--- config.mk ---
export PLATFORM = sky130hd
export DESIGN_NAME = point_set_diameter_unit
export DESIGN_NICKNAME = d
export VERILOG_FILES = /design/src/sv/psd_pkg.sv /design/src/sv/psd_ram.sv /design/src/sv/psd_front.sv /design/src/sv/psd_isqrt.sv /design/src/sv/psd_back.sv /design/src/sv/point_set_diameter_unit.sv
export SDC_FILE = /design/constraint.sdc
export NUM_CORES = 2
export LEC_CHECK = 0
export ABC_CLOCK_PERIOD_IN_PS = 8300
export BUFFER_PORTS_ARGS = -buffer_cell sky130_fd_sc_hd__buf_2
export CORE_ASPECT_RATIO = 1.4
export CORE_MARGIN = 2
export CORE_UTILIZATION = 46
export DETAILED_ROUTE_END_ITERATION = 12
export GPL_ROUTABILITY_DRIVEN = 0
export SYNTH_ARGS = -nofsm -noshare
export SYNTH_HDL_FRONTEND = slang
export SYNTH_SLANG_ARGS = --single-unit
--- constraint.sdc ---
create_clock -name clk -period 8.3 [get_ports clk]
set_input_delay 0.415 -clock clk [delete_from_list [all_inputs] [get_ports clk]]
set_output_delay 0.415 -clock clk [all_outputs]
set_load 0.01 [all_outputs]
--- src/sv/psd_pkg.sv ---
`timescale 1ns / 1ps

package psd_pkg;

	localparam int MAX_NODES   = 8;
	localparam int IDX_W       = (MAX_NODES > 1) ? $clog2(MAX_NODES) : 1;
	localparam int CNT_W       = $clog2(MAX_NODES + 1);

	localparam int COORD_W     = 16;
	localparam int NODE_W      = 3 * COORD_W;
	localparam int DIFF_W      = COORD_W + 1;
	localparam int SQR_W       = 2 * DIFF_W;
	localparam int PROD_W      = 2 * COORD_W;
	localparam int SQ_W        = 34;
	localparam int DIAM_W      = 17;
	localparam int DIM_W       = 2;
	localparam logic [DIM_W-1:0] DIM_RESET = 2'd3;

	localparam int QUEUE_DEPTH = 2;
	localparam int QPTR_W      = (QUEUE_DEPTH > 1) ? $clog2(QUEUE_DEPTH) : 1;
	localparam int QCNT_W      = $clog2(QUEUE_DEPTH + 1);

	// root iteration starts at bit 2*SQRT_TOP, the top power of four below 2^SQ_W
	localparam int SQRT_TOP    = SQ_W / 2 - 1;
	localparam int SQRT_K_W    = $clog2(SQRT_TOP + 1);
	localparam int ROOT_W      = SQ_W + 1;

	typedef struct packed {
		logic signed [COORD_W-1:0] coord_x;
		logic signed [COORD_W-1:0] coord_y;
		logic signed [COORD_W-1:0] coord_z;
		logic                      last_node;
	} node_word_t;

	typedef enum logic [3:0] {
		ST_IDLE  = 4'b0001,
		ST_CMP   = 4'b0010,
		ST_DRAIN = 4'b0100,
		ST_SQRT  = 4'b1000
	} back_state_t;

	typedef struct packed {
		logic            start;
		logic [SQ_W-1:0] value;
	} root_req_t;

	typedef struct packed {
		logic              busy;
		logic [DIAM_W-1:0] root;
	} root_rsp_t;

endpackage

--- src/sv/psd_ram.sv ---
`timescale 1ns / 1ps

module psd_ram #(
	parameter int WIDTH = 8,
	parameter int DEPTH = 16,
	localparam int AW = (DEPTH > 1) ? $clog2(DEPTH) : 1
) (
	input  logic             clk,
	input  logic             we,
	input  logic [AW-1:0]    waddr,
	input  logic [WIDTH-1:0] wdata,
	input  logic             re,
	input  logic [AW-1:0]    raddr,
	output logic [WIDTH-1:0] rdata
);

	logic [WIDTH-1:0] mem_q [DEPTH];

	always_ff @(posedge clk) begin
		if (we) begin
			mem_q[waddr] <= wdata;
		end
		if (re) begin
			rdata <= mem_q[raddr];
		end
	end

endmodule

--- src/sv/psd_front.sv ---
`timescale 1ns / 1ps

module psd_front import psd_pkg::*; (
	input  logic                      clk,
	input  logic                      arst_n,
	input  logic                      node_valid,
	output logic                      node_stall,
	input  logic signed [COORD_W-1:0] coord_x,
	input  logic signed [COORD_W-1:0] coord_y,
	input  logic signed [COORD_W-1:0] coord_z,
	input  logic                      last_node,
	output logic                      q_valid,
	output node_word_t                q_word,
	input  logic                      q_pop
);

	node_word_t        entry_q [QUEUE_DEPTH];
	logic [QPTR_W-1:0] wr_ptr_q;
	logic [QPTR_W-1:0] rd_ptr_q;
	logic [QCNT_W-1:0] fill_q;
	logic              push;
	node_word_t        in_word;

	assign node_stall = (fill_q == QCNT_W'(QUEUE_DEPTH));
	assign push       = node_valid && !node_stall;
	assign q_valid    = (fill_q != '0);
	assign q_word     = entry_q[rd_ptr_q];

	always_comb begin
		in_word.coord_x   = coord_x;
		in_word.coord_y   = coord_y;
		in_word.coord_z   = coord_z;
		in_word.last_node = last_node;
	end

	always_ff @(posedge clk) begin
		if (push) begin
			entry_q[wr_ptr_q] <= in_word;
		end
	end

	always_ff @(posedge clk or negedge arst_n) begin
		if (!arst_n) begin
			wr_ptr_q <= '0;
			rd_ptr_q <= '0;
			fill_q   <= '0;
		end else begin
			if (push) begin
				wr_ptr_q <= (wr_ptr_q == QPTR_W'(QUEUE_DEPTH - 1)) ? '0 : wr_ptr_q + 1'b1;
			end
			if (q_pop) begin
				rd_ptr_q <= (rd_ptr_q == QPTR_W'(QUEUE_DEPTH - 1)) ? '0 : rd_ptr_q + 1'b1;
			end
			if (push && !q_pop) begin
				fill_q <= fill_q + 1'b1;
			end else if (!push && q_pop) begin
				fill_q <= fill_q - 1'b1;
			end
		end
	end

endmodule

--- src/sv/psd_isqrt.sv ---
`timescale 1ns / 1ps

module psd_isqrt import psd_pkg::*; (
	input  logic      clk,
	input  logic      arst_n,
	input  root_req_t req,
	output root_rsp_t rsp
);

	logic [SQ_W-1:0]     rem_q;
	logic [ROOT_W-1:0]   root_q;
	logic [SQRT_K_W-1:0] k_q;
	logic                busy_q;
	logic [ROOT_W-1:0]   bit_w;
	logic [ROOT_W-1:0]   trial;
	logic                fits;

	assign bit_w = ROOT_W'(1) << {k_q, 1'b0};
	assign trial = root_q + bit_w;
	assign fits  = ({1'b0, rem_q} >= trial);

	assign rsp.busy = busy_q;
	assign rsp.root = root_q[DIAM_W-1:0];

	always_ff @(posedge clk) begin
		if (req.start) begin
			rem_q  <= req.value;
			root_q <= '0;
			k_q    <= SQRT_K_W'(SQRT_TOP);
		end else if (busy_q) begin
			if (fits) begin
				rem_q  <= rem_q - trial[SQ_W-1:0];
				root_q <= (root_q >> 1) + bit_w;
			end else begin
				root_q <= root_q >> 1;
			end
			k_q <= k_q - 1'b1;
		end
	end

	always_ff @(posedge clk or negedge arst_n) begin
		if (!arst_n) begin
			busy_q <= 1'b0;
		end else if (req.start) begin
			busy_q <= 1'b1;
		end else if (busy_q && k_q == '0) begin
			busy_q <= 1'b0;
		end
	end

endmodule

--- src/sv/psd_back.sv ---
`timescale 1ns / 1ps

module psd_back import psd_pkg::*; (
	input  logic              clk,
	input  logic              arst_n,
	input  logic [DIM_W-1:0]  space_dimension,
	input  logic              q_valid,
	input  node_word_t        q_word,
	output logic              q_pop,
	output root_req_t         root_req,
	input  root_rsp_t         root_rsp,
	output logic              result_valid,
	input  logic              result_stall,
	output logic [DIAM_W-1:0] diameter,
	output logic [SQ_W-1:0]   max_dist_squared,
	output logic              node_overflow
);

	back_state_t      state_q;
	node_word_t       cur_q;
	logic [CNT_W-1:0] count_q;
	logic [CNT_W-1:0] cmp_n_q;
	logic [CNT_W-1:0] rd_idx_q;
	logic [SQ_W-1:0]  best_q;
	logic             ovf_q;
	logic             result_valid_q;

	logic                      has_room;
	logic                      rd_en;
	logic                      drained;
	logic                      emit;
	logic [NODE_W-1:0]         wdata;
	logic [NODE_W-1:0]         rdata;
	logic signed [COORD_W-1:0] rd_x, rd_y, rd_z;
	logic signed [DIFF_W-1:0]  dx, dy, dz;
	logic signed [SQR_W-1:0]   sqx, sqy, sqz;
	logic                      use_y, use_z;
	logic [SQ_W-1:0]           sum;

	logic              v_s1;
	logic              v_s2;
	logic [PROD_W-1:0] px_s2, py_s2, pz_s2;

	assign has_room = (count_q < CNT_W'(MAX_NODES));
	assign q_pop    = (state_q == ST_IDLE) && q_valid;
	assign rd_en    = (state_q == ST_CMP);
	assign drained  = !v_s1 && !v_s2;
	assign emit     = (state_q == ST_SQRT) && !root_rsp.busy
		&& (!result_valid_q || !result_stall);

	assign wdata = {q_word.coord_x, q_word.coord_y, q_word.coord_z};

	psd_ram #(
		.WIDTH (NODE_W),
		.DEPTH (MAX_NODES)
	) u_store (
		.clk   (clk),
		.we    (q_pop && has_room),
		.waddr (count_q[IDX_W-1:0]),
		.wdata (wdata),
		.re    (rd_en),
		.raddr (rd_idx_q[IDX_W-1:0]),
		.rdata (rdata)
	);

	assign root_req.value = best_q;
	assign root_req.start =
		(q_pop && q_word.last_node && !(has_room && count_q != '0))
		|| ((state_q == ST_DRAIN) && drained && cur_q.last_node);

	// dimension 0 behaves as 1
	assign use_y = space_dimension[1];
	assign use_z = &space_dimension;

	assign {rd_x, rd_y, rd_z} = rdata;
	assign dx  = DIFF_W'(cur_q.coord_x) - DIFF_W'(rd_x);
	assign dy  = DIFF_W'(cur_q.coord_y) - DIFF_W'(rd_y);
	assign dz  = DIFF_W'(cur_q.coord_z) - DIFF_W'(rd_z);
	assign sqx = dx * dx;
	assign sqy = dy * dy;
	assign sqz = dz * dz;
	assign sum = SQ_W'(px_s2) + SQ_W'(py_s2) + SQ_W'(pz_s2);

	always_ff @(posedge clk) begin
		if (v_s1) begin
			px_s2 <= sqx[PROD_W-1:0];
			py_s2 <= use_y ? sqy[PROD_W-1:0] : '0;
			pz_s2 <= use_z ? sqz[PROD_W-1:0] : '0;
		end
		if (q_pop) begin
			cur_q <= q_word;
		end
		if (emit) begin
			diameter         <= root_rsp.root;
			max_dist_squared <= best_q;
			node_overflow    <= ovf_q;
		end
	end

	always_ff @(posedge clk or negedge arst_n) begin
		if (!arst_n) begin
			state_q        <= ST_IDLE;
			count_q        <= '0;
			cmp_n_q        <= '0;
			rd_idx_q       <= '0;
			best_q         <= '0;
			ovf_q          <= 1'b0;
			v_s1           <= 1'b0;
			v_s2           <= 1'b0;
			result_valid_q <= 1'b0;
		end else begin
			v_s1 <= rd_en;
			v_s2 <= v_s1;

			if (emit) begin
				best_q <= '0;
			end else if (v_s2 && sum > best_q) begin
				best_q <= sum;
			end

			if (emit) begin
				result_valid_q <= 1'b1;
			end else if (!result_stall) begin
				result_valid_q <= 1'b0;
			end

			unique case (state_q)
				ST_IDLE: begin
					if (q_valid) begin
						if (has_room) begin
							count_q  <= count_q + 1'b1;
							cmp_n_q  <= count_q;
							rd_idx_q <= '0;
							if (count_q != '0) begin
								state_q <= ST_CMP;
							end else if (q_word.last_node) begin
								state_q <= ST_SQRT;
							end
						end else begin
							ovf_q <= 1'b1;
							if (q_word.last_node) begin
								state_q <= ST_SQRT;
							end
						end
					end
				end
				ST_CMP: begin
					rd_idx_q <= rd_idx_q + 1'b1;
					if (rd_idx_q == cmp_n_q - 1'b1) begin
						state_q <= ST_DRAIN;
					end
				end
				ST_DRAIN: begin
					if (drained) begin
						state_q <= cur_q.last_node ? ST_SQRT : ST_IDLE;
					end
				end
				ST_SQRT: begin
					if (emit) begin
						count_q <= '0;
						ovf_q   <= 1'b0;
						state_q <= ST_IDLE;
					end
				end
				default: begin
					state_q <= ST_IDLE;
				end
			endcase
		end
	end

	assign result_valid = result_valid_q;

endmodule

--- src/sv/point_set_diameter_unit.sv ---
`timescale 1ns / 1ps
// Node word with n nodes already stored: the compare engine reads one stored node per cycle
// from the node RAM into a three-stage distance pipe; the first node needs no compare.
// The last word of an element then runs the one-bit-per-cycle square root and loads the
// result register.
// A two-word input queue lets nodes arrive while the engine or the result register is busy.
// Reset (arst_n low, asynchronous): element cleared, queue empty, no result, dimension 3.
// Node RAM contents are not reset; only entries written for the current element are read.

module point_set_diameter_unit import psd_pkg::*; (
	input  logic                      clk,
	input  logic                      arst_n,
	input  logic                      cfg_wr_en,
	input  logic [DIM_W-1:0]          cfg_wr_data,
	input  logic                      node_valid,
	output logic                      node_stall,
	input  logic signed [COORD_W-1:0] coord_x,
	input  logic signed [COORD_W-1:0] coord_y,
	input  logic signed [COORD_W-1:0] coord_z,
	input  logic                      last_node,
	output logic                      result_valid,
	input  logic                      result_stall,
	output logic [DIAM_W-1:0]         diameter,
	output logic [SQ_W-1:0]           max_dist_squared,
	output logic                      node_overflow
);

	logic [DIM_W-1:0] space_dimension_q;
	logic             q_valid;
	logic             q_pop;
	node_word_t       q_word;
	root_req_t        root_req;
	root_rsp_t        root_rsp;

	always_ff @(posedge clk or negedge arst_n) begin
		if (!arst_n) begin
			space_dimension_q <= DIM_RESET;
		end else if (cfg_wr_en) begin
			space_dimension_q <= cfg_wr_data;
		end
	end

	psd_front u_front (
		.clk        (clk),
		.arst_n     (arst_n),
		.node_valid (node_valid),
		.node_stall (node_stall),
		.coord_x    (coord_x),
		.coord_y    (coord_y),
		.coord_z    (coord_z),
		.last_node  (last_node),
		.q_valid    (q_valid),
		.q_word     (q_word),
		.q_pop      (q_pop)
	);

	psd_back u_back (
		.clk              (clk),
		.arst_n           (arst_n),
		.space_dimension  (space_dimension_q),
		.q_valid          (q_valid),
		.q_word           (q_word),
		.q_pop            (q_pop),
		.root_req         (root_req),
		.root_rsp         (root_rsp),
		.result_valid     (result_valid),
		.result_stall     (result_stall),
		.diameter         (diameter),
		.max_dist_squared (max_dist_squared),
		.node_overflow    (node_overflow)
	);

	psd_isqrt u_isqrt (
		.clk    (clk),
		.arst_n (arst_n),
		.req    (root_req),
		.rsp    (root_rsp)
	);

endmodule

### After elaboration in Yosys (flattened, before gate mapping)

Memory sizes are Yosys's and may differ from the RTL's. A register that Yosys moved wholly into a read port is not among the register bits.
Index checks and enable logic that the tools add are counted.

| cells by class | value |
|---|---|
| add/sub/neg operators | 16 |
| multipliers | 3 |
| order comparisons | 3 |
| equal/unequal tests | 13 |
| shifts and indexed selects | 1 |
| mux-type cells | 38 |
| reductions and logical operators | 43 |

Operator list:

| kind | number |
|---|---|
| 34-bit two-way mux | 5 |
| 17-bit by 17-bit multiplier with 32-bit output | 3 |
| 4-bit two-way mux | 13 |
| 16-bit by 16-bit subtractor with 17-bit output | 3 |
| 34-bit by 35-bit adder with 35-bit output | 1 |
| 35-bit adder | 1 |
| 34-bit by 35-bit >= comparator with 1-bit output | 1 |
| 35-bit two-way mux | 1 |
| 1-bit by 6-bit << shifter with 35-bit output, first input constant | 1 |
| 34-bit by 32-bit adder with 34-bit output | 1 |
| 34-bit greater-than comparator | 1 |
| 34-bit subtractor | 1 |
| 32-bit by 32-bit adder with 33-bit output | 1 |
| 4-bit case mux with 2 select lines | 2 |
| 4-bit case mux with 4 select lines | 1 |
| 2-bit nonzero test | 8 |
| 1-bit logical AND | 15 |
| 1-bit two-way mux | 13 |
| 4-bit AND reduction | 3 |
| 2-bit by 1-bit inequality test with 1-bit output, second input constant | 5 |
| 1-bit logical NOT | 9 |
| 4-bit by 1-bit adder with 4-bit output, second input constant | 2 |
| 3-bit AND reduction | 2 |
| 5-bit logical NOT | 1 |
| 18 further kinds | 23 |

| word-level totals | value |
|---|---|
| register bits after elaboration | 332 |
| bits in writable memories | 482 |
| input bits | 56 |
| output and inout port bits | 54 |
| memories kept | 2 |

Memories:

| memory | words | bits a word | rd ports | clocked after memory_dff | wr ports | RTL line | RTL |
|---|---|---|---|---|---|---|---|
| u_back.u_store.mem_q | 8 | 48 | 1 | 1 | 1 | psd_ram.sv:17 | `logic [WIDTH-1:0] mem_q [DEPTH];` |
| u_front.entry_q | 2 | 49 | 1 | 0 | 1 | psd_front.sv:17 | `node_word_t entry_q [QUEUE_DEPTH];` |

### Depth between registers and ports, before layout

| depth | value |
|---|---|
| depth in word-level cells | 7 |
| gate-level depth with buffers | 36 |
| mapped depth without buffers | 35 |

### By module

A second synthesis with hierarchy kept.

| unflattened totals | value |
|---|---|
| cell total of the unflattened synthesis | 5990 |
| area total of the unflattened synthesis | 69106.3 um^2 |

Modules (own cells, without submodules):

| module | times used | cells each | area each (um^2) | sequential area each (um^2) |
|---|---|---|---|---|
| psd_back | 1 | 4271 | 41477.3 | 7178.1 |
| psd_ram | 1 | 616 | 16100.4 | 12972.4 |
| psd_isqrt | 1 | 927 | 7465.9 | 1846.8 |
| psd_front | 1 | 172 | 3987.6 | 3042.9 |
| point_set_diameter_unit | 1 | 4 | 75.1 | 52.6 |

### Worst setup path before layout

OpenSTA, ideal clock, no wires.

| timing path | value |
|---|---|
| path kind | reg-to-reg |
| start | register u_back.u_store.rdata[1] (read register of u_back.u_store.mem_q) |
| end | register u_back.pz_s2[31] (data pin) |
| arrival time | 8.810 ns |
| data required time | 8.169 ns |
| path slack | -0.642 ns |
| stages on the path, launching flop included | 36 |
| path buffers | 2 |
| clock period less this slack | 8.942 ns |
| path through | edfxtp_1 > inv_1 > ha_1 > nor2b_1 > o21a_1 > o21ai_1 > a21oi_1 > o2111ai_1 > a31oi_1 > a41oi_1 > mux2_1 > a2111o_1 > clkbuf_1 > inv_2 > clkbuf_1 > nor2_1 > fa_1 > fa_1 > inv_1 > fa_1 > inv_1 > fa_1 > fa_1 > inv_1 > fa_1 > inv_1 > ha_1 > and3_1 > and3_1 > a221o_1 > a31oi_2 > nor3_1 > or4b_1 > and3_1 > or4_1 > nand2_1 |

| between the ends | value |
|---|---|
| longest elaborated chain between the ends | 2 |

Ends and longest elaborated chain:

| item | RTL line | RTL |
|---|---|---|
| start, declared | psd_ram.sv:14 | `output logic [WIDTH-1:0] rdata` |
| 16-bit by 16-bit subtractor with 17-bit output | psd_back.sv:78 | `assign dz = DIFF_W'(cur_q.coord_z) - DIFF_W'(rd_z);` |
| 17-bit by 17-bit multiplier with 32-bit output | psd_back.sv:81 | `assign sqz = dz * dz;` |
| end signal, assigned | psd_back.sv:88 | `pz_s2 <= use_z ? sqz[PROD_W-1:0] : '0;` |
| end, declared | psd_back.sv:42 | `logic [PROD_W-1:0] px_s2, py_s2, pz_s2;` |

Every way passes these cells.
A chain may end at the register's enable or synchronous reset.

### Worst setup path in the final report

| timing path | value |
|---|---|
| start | register u_back.u_store.rdata[16] (read register of u_back.u_store.mem_q) |
| end | register u_back.py_s2[31] (data pin) |

| between the ends | value |
|---|---|
| longest elaborated chain between the ends | 2 |

Ends and longest elaborated chain:

| item | RTL line | RTL |
|---|---|---|
| 16-bit by 16-bit subtractor with 17-bit output | psd_back.sv:77 | `assign dy = DIFF_W'(cur_q.coord_y) - DIFF_W'(rd_y);` |
| 17-bit by 17-bit multiplier with 32-bit output | psd_back.sv:80 | `assign sqy = dy * dy;` |
| end signal, assigned | psd_back.sv:87 | `py_s2 <= use_y ? sqy[PROD_W-1:0] : '0;` |
| end, declared | psd_back.sv:42 |  |

Every way passes these cells.

==> results_dict.tcl <==
set metrics [dict create \
    outcome "complete, but fails checks" \
    violations "negative setup slack" \
    htree_levels 3 \
    rrSetupSlack_ns -0.22 \
    start_util_pct 46.3 \
    rsz0062_at_grt "yes" \
    clk_latency_ns 0.71 \
    synth_warnings 0 \
    wl_per_cell_um 18.8 \
    maxCapViolCount 0 \
    wl_um 158000 \
    final_hold_viol_count 0 \
    area_delta_synth_final_pct 13.2 \
    final_area_sq_um 77400 \
    core_area_sq_um 148000 \
    maxSlewHeadroom_pct 26.6 \
    maxSlewViolCount 0 \
    cts-root-buf "clkbuf_16" \
    path_common_cell "fa_1" \
    ios 110 \
    fin_ws_ns -0.220 \
    r2r_start "u_back.u_store.rdata[16]" \
    hpwl_um 122000 \
    num_rows 167 \
    placed_cell_area_sq_um 73200 \
    crit_slowest_cell "fa_1" \
    grt_usage_pct 21.4 \
    period_needed_ns 8.52 \
    clkTransAtPathRegs_ns 0.06 \
    synth_seq_cells 859 \
    clk_path_buf_depth 3 \
    setup_violations 3 \
    drt_iter0_markers 2219 \
    startpoint_type "register" \
    port_buffers 109 \
    worst_slew_pin_slew_ns 1.10 \
    worstReg2RegEnd "u_back.py_s2[31]" \
    required_ns 8.73 \
    overflow 0 \
    antenna_found_initial 2 \
    n_fill_cell 12900 \
    synth_flop_cell "edfxtp_1" \
    syn-cell-area_sq_um 68400 \
    crit_type "reg2reg" \
    grt_max_degree 86 \
    timing.final.crit_share_pct 103 \
    finClkSkew_ns 0.0472 \
    via_count 44400 \
    reg2regPathDepth 35 \
    fmax_mhz 117 \
    crit_end "u_back.py_s2[31]" \
    grt_pass1_wl_um 252000 \
    die_area_sq_um 152000 \
    max_stage_delay_ns 0.52 \
    multi_input_area_sq_um 39200 \
    synth_cell_type_count 89 \
    first_global_vias 47700 \
    post-place-ws_ns -0.593 \
    die_y_um 460 \
    nNetsFinal 7678 \
    cts_sinks 859 \
    dr.pass1.iters 5 \
    final_antenna_net_count 0 \
    synth_edf_count 758 \
    crit_start "u_back.u_store.rdata[16]" \
    drive_gt1_share_pct 15.0 \
    syn_nets 7285 \
    synthArstFlopShare_pct 7.10 \
    seq_area_sq_um 25100 \
    setup-tns-final_ns -0.477 \
    arrival_ns 8.95 \
    layout_commonest_cell "inv_1" \
    min_path_type "in2reg" \
    cp_max_fo 7 \
    cts_tree "done" \
    synthCells 5991 \
    end_kind "register" \
    synth.avg_cell_area_sq_um 11.4 \
    die_x_um 330 \
    drc 0 \
    numCtsBuffers 85 \
    avgViaCountPerCell 5.28 \
    seq_area_frac_synth_pct 36.7 \
    final_cell_mix "inv_1, fa_1, edfxtp_1" \
]
==> flip-flops by register name, summed over array words and instances (netlist names), 34 cells and up <==
register	cells
u_back.best_q	34
u_back.cur_q	49
u_back.max_dist_squared	34
u_back.u_store.mem_q	384
u_back.u_store.rdata	48
u_front.entry_q	98
u_isqrt.rem_q	34
u_isqrt.root_q	35
==> stage by stage <==
step,util [%],instances,hold WS [ns]
3_3_place_gp,49.5,8157,0.492
3_5_place_dp,49.5,8157,0.490
4_1_cts,52.1,8383,0.0927
6_report,52.4,8402,0.140
5_1_grt,52.4,8400,0.131
2_1_floorplan,-,5991,0.119
==> layer usage <==
layer / up-vias / track usage, % / part of all wire (%)
met3: 345 / 2.26 / 4.1
met5: - / 0 / 0
li1: 20700 / - / -
met1: 22400 / 25.0 / 38
met2: 930 / 39.4 / 53
met4: 0 / 8.89 / 4.4
==> worst min path at each step <==
stage / startpoint / end / cells after the start / slack, ns
after global placement: u_back.best_q[16] / u_back.max_dist_squared[16] / 0 / 0.49
after CTS: node_valid / u_front.wr_ptr_q / 3 / 0.09
final: node_valid / u_front.wr_ptr_q / 3 / 0.14
after floorplan: arst_n / u_back.best_q[0] / 0 / 0.12
after global routing: node_valid / u_front.wr_ptr_q / 3 / 0.13
after detailed placement: u_back.best_q[16] / u_back.max_dist_squared[16] / 0 / 0.49
==> synthesized netlist by cell type, types with 43 or more instances <==
cell type / instances / area (sq um)
clkbuf_1: 149 / 559
nor3_1: 72 / 360
a31oi_1: 50 / 313
xor2_1: 105 / 920
a21oi_1: 195 / 976
inv_1: 1121 / 4210
mux2_2: 105 / 1180
nor2_1: 508 / 1910
nand2b_1: 43 / 269
nand2_1: 398 / 1490
mux4_2: 96 / 2160
fa_1: 777 / 15600
xnor2_1: 199 / 1740
o21ai_0: 122 / 611
a21o_1: 95 / 713
edfxtp_1: 758 / 22800
dfrtp_1: 58 / 1450
ha_1: 461 / 5770
==> kinds of logic (layout without fill, tap and decap cells) <==
logic type               count (synthesis)  count (layout)  share of synthesized area (%)
buffers and inverters                 1309            1774                           7.19
adder cells (fa/ha/maj)               1238            1238                           31.2
flip-flops                             859             859                           36.7
multiplexers                           243             243                           5.51
AND/OR/NAND/NOR                       1275            1275                           8.26
XOR/XNOR                               305             305                           3.93
AO/OA/AOI/OAI                          762             762                           7.25
other                                    0               3                              0
==> worst max-delay path, delay by kind of cell (launching register included) <==
family / cells / cell delay [ns]
adder cells (fa/ha/maj): 9 / 3.67
flip-flops: 1 / 0.41
AND/OR/NAND/NOR: 7 / 1.25
AO/OA/AOI/OAI: 11 / 2.00
XOR/XNOR: 2 / 0.48
buffers and inverters: 6 / 0.39
==> final cells by class <==
type | count | share of cell area [%]
Timing Repair Buffer | 477 | 4.55
Multi-Input combinational cell | 3823 | 50.7
Inverter | 1138 | 5.53
Tap cell | 1943 | 3.14
Antenna cell | 3 | 0.00970
Clock buffer | 94 | 2.79
Sequential cell | 859 | 32.4
Clock inverter | 65 | 0.879
==> repair_timing <==
item                                    in CTS  in global routing
hold buffers                                55                  0
setup buffers                               13                 18
hold endpoints to repair                   159                  0
resized for setup                           48                 95
pin swaps                                   47                 73
endpoints found under the setup margin      15                 26
Power is not shown: default switching activity piles up to over one toggle a cycle in this logic, so the estimate is an artifact.
